<file path="config.mk">
export PLATFORM = sky130hd
export DESIGN_NAME = wildcard_byte_pattern_scanner
export DESIGN_NICKNAME = d
export VERILOG_FILES = /design/src/design/wbps_pkg.sv /design/src/design/wbps_cfg_regs.sv /design/src/design/wbps_match.sv /design/src/design/wbps_result.sv /design/src/design/wildcard_byte_pattern_scanner.sv
export SDC_FILE = /design/constraint.sdc
export NUM_CORES = 1
export LEC_CHECK = 0
export ABC_CLOCK_PERIOD_IN_PS = 18060
export BUFFER_PORTS_ARGS = -buffer_cell sky130_fd_sc_hd__buf_2
export CORE_UTILIZATION = 60
export DETAILED_ROUTE_END_ITERATION = 7
export PLACE_DENSITY = 0.8
export SYNTH_ARGS = -nofsm -noshare
export SYNTH_HDL_FRONTEND = slang
export SYNTH_HIERARCHICAL = 1
export SYNTH_SLANG_ARGS = --single-unit
export TNS_END_PERCENT = 50
</file>
<file path="constraint.sdc">
create_clock -name clk -period 18.06 [get_ports clk]
set_input_delay 0 -clock clk [delete_from_list [all_inputs] [get_ports clk]]
set_output_delay 0 -clock clk [all_outputs]
set_load 0.05 [all_outputs]
</file>
<file path="src/design/wbps_pkg.sv">
// Shared types and constants for the wildcard byte pattern scanner.
`default_nettype none
package wbps_pkg;

  localparam int MAX_PATTERN_BYTES = 16;
  localparam int OFFSET_BITS       = 32;
  localparam int WIN_DEPTH         = MAX_PATTERN_BYTES - 1;
  localparam int ADDR_BITS         = 48;
  localparam int LEN_BITS          = 5;
  localparam int IDX_BITS          = 4;
  localparam int APB_ADDR_BITS     = 6;
  localparam int APB_DATA_BITS     = 64;
  localparam int OUT_DATA_BITS     = 80;

  typedef enum logic [2:0] {
    REG_PATTERN_FIRST_EIGHT = 3'd0,
    REG_PATTERN_LAST_EIGHT  = 3'd1,
    REG_WILDCARD_MASK       = 3'd2,
    REG_PATTERN_LENGTH      = 3'd3,
    REG_IMAGE_BASE          = 3'd4
  } reg_index_t;

  typedef struct packed {
    logic [63:0]            pattern_first_eight;
    logic [63:0]            pattern_last_eight;
    logic [15:0]            wildcard_mask;
    logic [LEN_BITS-1:0]    pattern_length;
    logic [ADDR_BITS-1:0]   image_base;
  } cfg_t;

  typedef struct packed {
    logic                   found;
    logic [OFFSET_BITS-1:0] match_offset;
  } hit_t;

endpackage
`default_nettype wire

</file>
<file path="src/design/wbps_cfg_regs.sv">
// Configuration register file behind the APB-style port.
`default_nettype none
module wbps_cfg_regs
  import wbps_pkg::*;
(
  input  wire logic                     clk,
  input  wire logic                     rst,
  input  wire logic                     psel,
  input  wire logic                     penable,
  input  wire logic                     pwrite,
  input  wire logic [APB_ADDR_BITS-1:0] paddr,
  input  wire logic [APB_DATA_BITS-1:0] pwdata,
  output logic      [APB_DATA_BITS-1:0] prdata,
  output logic                          pready,
  output cfg_t                          cfg
);

  reg_index_t index;
  logic       wr_en;

  assign index  = reg_index_t'(paddr[APB_ADDR_BITS-1:3]);
  assign wr_en  = psel && penable && pwrite;
  assign pready = 1'b1;

  always_ff @(posedge clk) begin
    if (rst) begin
      cfg.pattern_first_eight <= '0;
      cfg.pattern_last_eight  <= '0;
      cfg.wildcard_mask       <= '0;
      cfg.pattern_length      <= LEN_BITS'(1);
      cfg.image_base          <= '0;
    end else if (wr_en) begin
      case (index)
        REG_PATTERN_FIRST_EIGHT: cfg.pattern_first_eight <= pwdata;
        REG_PATTERN_LAST_EIGHT:  cfg.pattern_last_eight  <= pwdata;
        REG_WILDCARD_MASK:       cfg.wildcard_mask       <= pwdata[15:0];
        REG_PATTERN_LENGTH:      cfg.pattern_length      <= pwdata[LEN_BITS-1:0];
        REG_IMAGE_BASE:          cfg.image_base          <= pwdata[ADDR_BITS-1:0];
        default: ;
      endcase
    end
  end

  always_comb begin
    case (index)
      REG_PATTERN_FIRST_EIGHT: prdata = cfg.pattern_first_eight;
      REG_PATTERN_LAST_EIGHT:  prdata = cfg.pattern_last_eight;
      REG_WILDCARD_MASK:       prdata = APB_DATA_BITS'(cfg.wildcard_mask);
      REG_PATTERN_LENGTH:      prdata = APB_DATA_BITS'(cfg.pattern_length);
      REG_IMAGE_BASE:          prdata = APB_DATA_BITS'(cfg.image_base);
      default:                 prdata = '0;
    endcase
  end

endmodule
`default_nettype wire

</file>
<file path="src/design/wbps_match.sv">
// Byte window, masked comparators and scan state, with the hit register.
`default_nettype none
module wbps_match
  import wbps_pkg::*;
(
  input  wire logic       clk,
  input  wire logic       rst,
  input  wire cfg_t       cfg,
  input  wire logic       in_valid,
  output logic            in_ready,
  input  wire logic [7:0] image_byte,
  input  wire logic       end_of_image,
  output logic            hit_valid,
  input  wire logic       hit_ready,
  output hit_t            hit
);

  logic [7:0]             win [WIN_DEPTH];
  logic [7:0]             cand [MAX_PATTERN_BYTES];
  logic [7:0]             pat [MAX_PATTERN_BYTES];
  logic [LEN_BITS-1:0]    fill;
  logic [LEN_BITS-1:0]    fill_next;
  logic [LEN_BITS-1:0]    len;
  logic [OFFSET_BITS-1:0] bytes_seen;
  logic [OFFSET_BITS-1:0] start_offset;
  logic                   already_matched;
  logic                   accept;
  logic                   match;
  logic                   emit;

  assign in_ready = !hit_valid || hit_ready;
  assign accept   = in_valid && in_ready;

  always_comb begin
    if (cfg.pattern_length == '0) begin
      len = LEN_BITS'(1);
    end else if (cfg.pattern_length > LEN_BITS'(MAX_PATTERN_BYTES)) begin
      len = LEN_BITS'(MAX_PATTERN_BYTES);
    end else begin
      len = cfg.pattern_length;
    end
  end

  assign fill_next = (fill == LEN_BITS'(MAX_PATTERN_BYTES)) ? fill : fill + LEN_BITS'(1);

  always_comb begin
    cand[0] = image_byte;
    for (int j = 1; j < MAX_PATTERN_BYTES; j++) begin
      cand[j] = win[j-1];
    end
    for (int k = 0; k < MAX_PATTERN_BYTES; k++) begin
      if (k < 8) begin
        pat[k] = cfg.pattern_first_eight[8*(k%8) +: 8];
      end else begin
        pat[k] = cfg.pattern_last_eight[8*(k%8) +: 8];
      end
    end
  end

  always_comb begin
    logic [LEN_BITS-1:0] back;
    match = !already_matched && (fill_next >= len);
    for (int k = 0; k < MAX_PATTERN_BYTES; k++) begin
      back = len - LEN_BITS'(1) - LEN_BITS'(k);
      if ((LEN_BITS'(k) < len) && !cfg.wildcard_mask[k] &&
          (cand[back[IDX_BITS-1:0]] != pat[k])) begin
        match = 1'b0;
      end
    end
  end

  assign start_offset = bytes_seen - OFFSET_BITS'(len - LEN_BITS'(1));
  assign emit         = match || (end_of_image && !already_matched);

  // scan state
  always_ff @(posedge clk) begin
    if (rst) begin
      fill            <= '0;
      bytes_seen      <= '0;
      already_matched <= 1'b0;
    end else if (accept) begin
      if (end_of_image) begin
        fill            <= '0;
        bytes_seen      <= '0;
        already_matched <= 1'b0;
      end else begin
        fill            <= fill_next;
        bytes_seen      <= bytes_seen + OFFSET_BITS'(1);
        already_matched <= already_matched || match;
      end
    end
  end

  always_ff @(posedge clk) begin
    if (accept && !end_of_image) begin
      win[0] <= image_byte;
      for (int i = 1; i < WIN_DEPTH; i++) begin
        win[i] <= win[i-1];
      end
    end
  end

  // hit register
  always_ff @(posedge clk) begin
    if (rst) begin
      hit_valid <= 1'b0;
    end else if (in_ready) begin
      hit_valid <= accept && emit;
    end
  end

  always_ff @(posedge clk) begin
    if (accept) begin
      hit.found        <= match;
      hit.match_offset <= match ? start_offset : '0;
    end
  end

endmodule
`default_nettype wire

</file>
<file path="src/design/wbps_result.sv">
// Address adder and output result register.
`default_nettype none
module wbps_result
  import wbps_pkg::*;
(
  input  wire logic                     clk,
  input  wire logic                     rst,
  input  wire logic [ADDR_BITS-1:0]     image_base,
  input  wire logic                     hit_valid,
  output logic                          hit_ready,
  input  wire hit_t                     hit,
  output logic                          out_valid,
  input  wire logic                     out_ready,
  output logic                          found,
  output logic      [OFFSET_BITS-1:0]   match_offset,
  output logic      [ADDR_BITS-1:0]     match_address
);

  logic load;

  assign hit_ready = !out_valid || out_ready;
  assign load      = hit_valid && hit_ready;

  always_ff @(posedge clk) begin
    if (rst) begin
      out_valid <= 1'b0;
    end else if (hit_ready) begin
      out_valid <= hit_valid;
    end
  end

  always_ff @(posedge clk) begin
    if (load) begin
      found         <= hit.found;
      match_offset  <= hit.match_offset;
      match_address <= hit.found ? image_base + ADDR_BITS'(hit.match_offset) : '0;
    end
  end

endmodule
`default_nettype wire

</file>
<file path="src/design/wildcard_byte_pattern_scanner.sv">
// Top level of the wildcard byte pattern scanner.
// Accepts one image byte per clock cycle while the result path is not stalled; a result
// for an item leaves through a compare register and then an address-add register. The
// rate is set by the sixteen byte comparators that check the shifting window combinationally.
// A scan gives one result: the first match (found set, offset and address), or found clear
// on the item marked tlast when nothing matched. After tlast the block rearms. Registers:
// pattern bytes 0-7 at 0x00, bytes 8-15 at 0x08, wildcard mask at 0x10, pattern length
// at 0x18, image base at 0x20; write them only while no item is in flight.
`default_nettype none
module wildcard_byte_pattern_scanner
  import wbps_pkg::*;
(
  input  wire logic                     clk,
  input  wire logic                     rst,
  input  wire logic                     psel,
  input  wire logic                     penable,
  input  wire logic                     pwrite,
  input  wire logic [APB_ADDR_BITS-1:0] paddr,
  input  wire logic [APB_DATA_BITS-1:0] pwdata,
  output logic      [APB_DATA_BITS-1:0] prdata,
  output logic                          pready,
  input  wire logic                     s_axis_tvalid,
  output logic                          s_axis_tready,
  input  wire logic [7:0]               s_axis_tdata,   // image_byte
  input  wire logic                     s_axis_tlast,   // end_of_image
  output logic                          m_axis_tvalid,
  input  wire logic                     m_axis_tready,
  output logic      [OUT_DATA_BITS-1:0] m_axis_tdata,   // match_offset, match_address
  output logic                          m_axis_tuser    // found
);

  cfg_t                   cfg;
  hit_t                   hit;
  logic                   hit_valid;
  logic                   hit_ready;
  logic [OFFSET_BITS-1:0] match_offset;
  logic [ADDR_BITS-1:0]   match_address;

  wbps_cfg_regs u_cfg_regs (
    .clk     (clk),
    .rst     (rst),
    .psel    (psel),
    .penable (penable),
    .pwrite  (pwrite),
    .paddr   (paddr),
    .pwdata  (pwdata),
    .prdata  (prdata),
    .pready  (pready),
    .cfg     (cfg)
  );

  wbps_match u_match (
    .clk          (clk),
    .rst          (rst),
    .cfg          (cfg),
    .in_valid     (s_axis_tvalid),
    .in_ready     (s_axis_tready),
    .image_byte   (s_axis_tdata),
    .end_of_image (s_axis_tlast),
    .hit_valid    (hit_valid),
    .hit_ready    (hit_ready),
    .hit          (hit)
  );

  wbps_result u_result (
    .clk           (clk),
    .rst           (rst),
    .image_base    (cfg.image_base),
    .hit_valid     (hit_valid),
    .hit_ready     (hit_ready),
    .hit           (hit),
    .out_valid     (m_axis_tvalid),
    .out_ready     (m_axis_tready),
    .found         (m_axis_tuser),
    .match_offset  (match_offset),
    .match_address (match_address)
  );

  assign m_axis_tdata = {match_address, match_offset};

endmodule
`default_nettype wire

</file>
==> flow_summary.ini <==
[timing]
relSlewSlack_pct = 13.9
fmax_ghz = 0.123
fin_crit_sh_pct = 45.0
drv_slew = 0
rsz0062_at_grt = no
finalSetupTns_ns = 0
setup_violations = 0
clock_skew_ns = 0.0332
tightest_slew_ns = 1.28
finalHoldViolCount = 0
fin_crit_ns = 8.12

[floorplanning]
die_x_um = 231
die_area_mm2 = 0.0532
die_h_um = 231
io_pins = 234
rows = 83
start_util_pct = 60.9
core_area_mm2 = 0.0515

[synth]
avgSynthCellArea_um2 = 11.1
yosysWarningCount = 6
synth_most_common_cell = mux2i_1
synth_seq_cells = 471
async_reset_ff_share_pct = 0
synth_area_leader_cell = edfxtp_1
ys.flop_type = dfxtp_1
ys_seq_area_share_pct = 37.5
yosysUniqueCellTypes = 95
synth_area_mm2 = 0.0314
syn-instance-count = 2829
syn-num-nets = 2998
synth_edf_count = 234
synthTopCellsByCount = mux2i_1, nand2b_1, dfxtp_1
synth_top_area_share_pct = 22.4
yosys-top-cells-area = edfxtp_1, dfxtp_1, mux2i_1

[setup_path]
worstReg2RegEnd = u_match/hit[27]
r2r_slack_ns = 9.94
cpMostUsedCell = buf_4
start_kind = register
ff2ff_path_depth = 14
worstReg2RegStart = u_cfg_regs/cfg[51]
timing.critical_path.fanout_max = 56
crit_path_top_delay_cell = nor4_1
critPathMaxStageDelay_ns = 1.08
cp.arrival_ns = 8.59
crit_required_ns = 18.53
path_class = register to register
endpoint_kind = register
cp_cell_sequence = or3_4 -> a21oi_4 -> buf_4 -> buf_4 -> mux2i_1 -> mux4_2 -> xor2_1 -> nor4_1 -> a211o_1 -> o311ai_0 -> a2111oi_2 -> nand4_1 -> nor2b_2 -> and4b_1

[placed_design]
place.gp.congestion = 1.09
dp_hpwl_mm = 72.5
io_buffers = 229

[finish]
fin_nets = 3203
register_area_mm2 = 0.0118
drive_above_1_share_pct = 18.3
syn_to_final_growth_pct = 12.1
nFillCells = 3839
multi_input_area_mm2 = 0.0185

[cts]
root_buffer = clkbuf_16
worst_skew_pair.late_latency_ns = 0.62
cts.sinks = 471
cts_tree = yes
cts_setup_buffers = 0
path_clk_slew_ns = 0.06
clockBufferDepth = 3
htree_num_levels = 2
cts_inserted_buffers = 52

[hold_path]
whs_endpoint = u_match/hit_valid
hp-start = s_axis_tlast
hold_depth = 3
hp-class = input port to register

[power]
max-vdd-ir-drop_mv = 0.0688
p_leak_nw = 14.9
p_total_mw = 2.56
p_per_area_mw_per_mm2 = 72.9

[route]
drt_first_iter_violations = 3092
via_per_inst = 6.60
totalWireLength_mm = 98.1
ant_nets = 0
drc = 0
num_vias = 24800
wl_per_cell_um = 26.1
dr.pass1.iters = 5

[grt]
grt_antenna_before_repair = 6
grt_max_degree = 138
grt_pass1_vias = 23300
grt_overflow = 0
grtUsageTotal_pct = 36.2
grt_pass1_wl_mm = 145

[run_status]
outcome = finished, final reports clean

[job]
maxCapViolations = 0
==> per-layer routing <==
layer / global-route usage, % / share of wire [%] / vias to the layer above
li1: - / - / 10900
met1: 50.8 / 41 / 12300
met2: 53.7 / 44 / 1364
met3: 9.12 / 11 / 202
met4: 14.7 / 4.1 / 4
met5: 0 / 0.028 / -
==> logic make-up after synthesis <==
family	count (synthesis)	share of synthesized area (%)
adder cells (fa/ha/maj)	85	3.42
flip-flops	471	37.5
multiplexers	641	27.2
AO/OA/AOI/OAI	396	8.43
buffers and inverters	221	3.51
AND/OR/NAND/NOR	817	14.1
XOR/XNOR	197	5.79
other	1	0.0120
==> per-stage QoR <==
step           hold slack [ns]  std cells  instance area, um2  setup WS (ns)  util [%]
2_1_floorplan           0.0691       2829               31400          12.00         -
6_report                0.0503       3758               35200           9.94      68.3
3_5_place_dp             0.244       3584               32700          10.09      63.5
4_1_cts                 0.0136       3757               35200          10.06      68.3
3_3_place_gp             0.238       3584               32700          10.21      63.5
5_1_grt                 0.0692       3757               35200           9.58      68.3
==> layout by cell type (no fill, tap or decap), drive strengths merged, types with 7 or more instances in the layout <==
master       synthesis  routed
or3                 16      16
and2                34      34
clkinvlp             0       7
nor4                18      18
a2bb2oi             32      32
dfxtp              237     237
xor2               108     108
a211oi               7       7
nand3b              20      20
o21ai               74      74
a21oi              115     115
xnor2               88      88
dlygate4sd3          0      76
clkbuf             104      70
buf                 84     263
nand2b             281     281
a21o                33      33
o21a                 9       9
and3                42      42
ha                  81      81
nand2              135     135
a31oi               26      26
o211ai              14      14
nand3               42      42
nor2               148     148
mux2i              466     466
mux4               169     169
edfxtp             234     234
nor3                16      16
clkinv               3      19
nor2b               20      20
nand4               23      23
a22oi               20      20
a221oi               7       7
inv                 30      32
o21bai               7       7
==> critical path: cells and delay by family, from the launching register on <==
family | cells | cell delay, ns
mux | 2 | 0.95
xor+xnor | 1 | 0.16
compound gates | 4 | 1.38
buf+inv | 2 | 1.71
flops | 1 | 0.47
simple gates | 5 | 3.23
==> area by class of cell <==
type / instances / share of cell area, %
tap: 680 / 2.42
clock inverter: 27 / 0.633
inverter: 33 / 0.363
multi-input combinational: 2137 / 52.7
sequential: 471 / 33.5
clock buffer: 70 / 4.20
antenna: 1 / 0.00712
timing repair buffer: 339 / 6.17
==> worst max-delay path by stage <==
stage / startpoint / end / slack, ns / depth (start not counted)
final: u_cfg_regs/cfg[51] / u_match/hit[27] / 9.94 / 14
after detailed placement: u_cfg_regs/cfg[51] / u_match/hit[27] / 10.09 / 14
after global routing: u_cfg_regs/cfg[51] / u_match/hit[27] / 9.58 / 14
after floorplan: u_cfg_regs/cfg[52] / u_match/hit[31] / 12.00 / 23
after global placement: u_cfg_regs/cfg[51] / u_match/hit[27] / 10.21 / 14
after CTS: u_cfg_regs/cfg[51] / u_match/hit[27] / 10.06 / 16
==> power breakdown <==
part | internal [mW] | switching [mW] | leakage, nW
Clock | 0.606 | 0.456 | 0.815
Sequential | 1.15 | 0.0249 | 4.15
Combinational | 0.133 | 0.196 | 9.92
Total | 1.89 | 0.677 | 14.9
==> flip-flops by register name, summed over array words and instances, names as in the netlist <==
name,count
u_result/match_offset,32
u_match/bytes_seen,32
u_match/fill,5
u_match/already_matched,1
u_result/out_valid,1
u_match/hit,33
u_match/win,120
u_result/match_address,48
u_result/found,1
u_match/hit_valid,1
u_cfg_regs/cfg,197
==> repair_timing <==
action	in CTS	in global routing
resized for setup	0	0
hold buffers	76	0
endpoints found under the hold margin	254	0
Note: power is estimated with default switching activity, not from simulation.
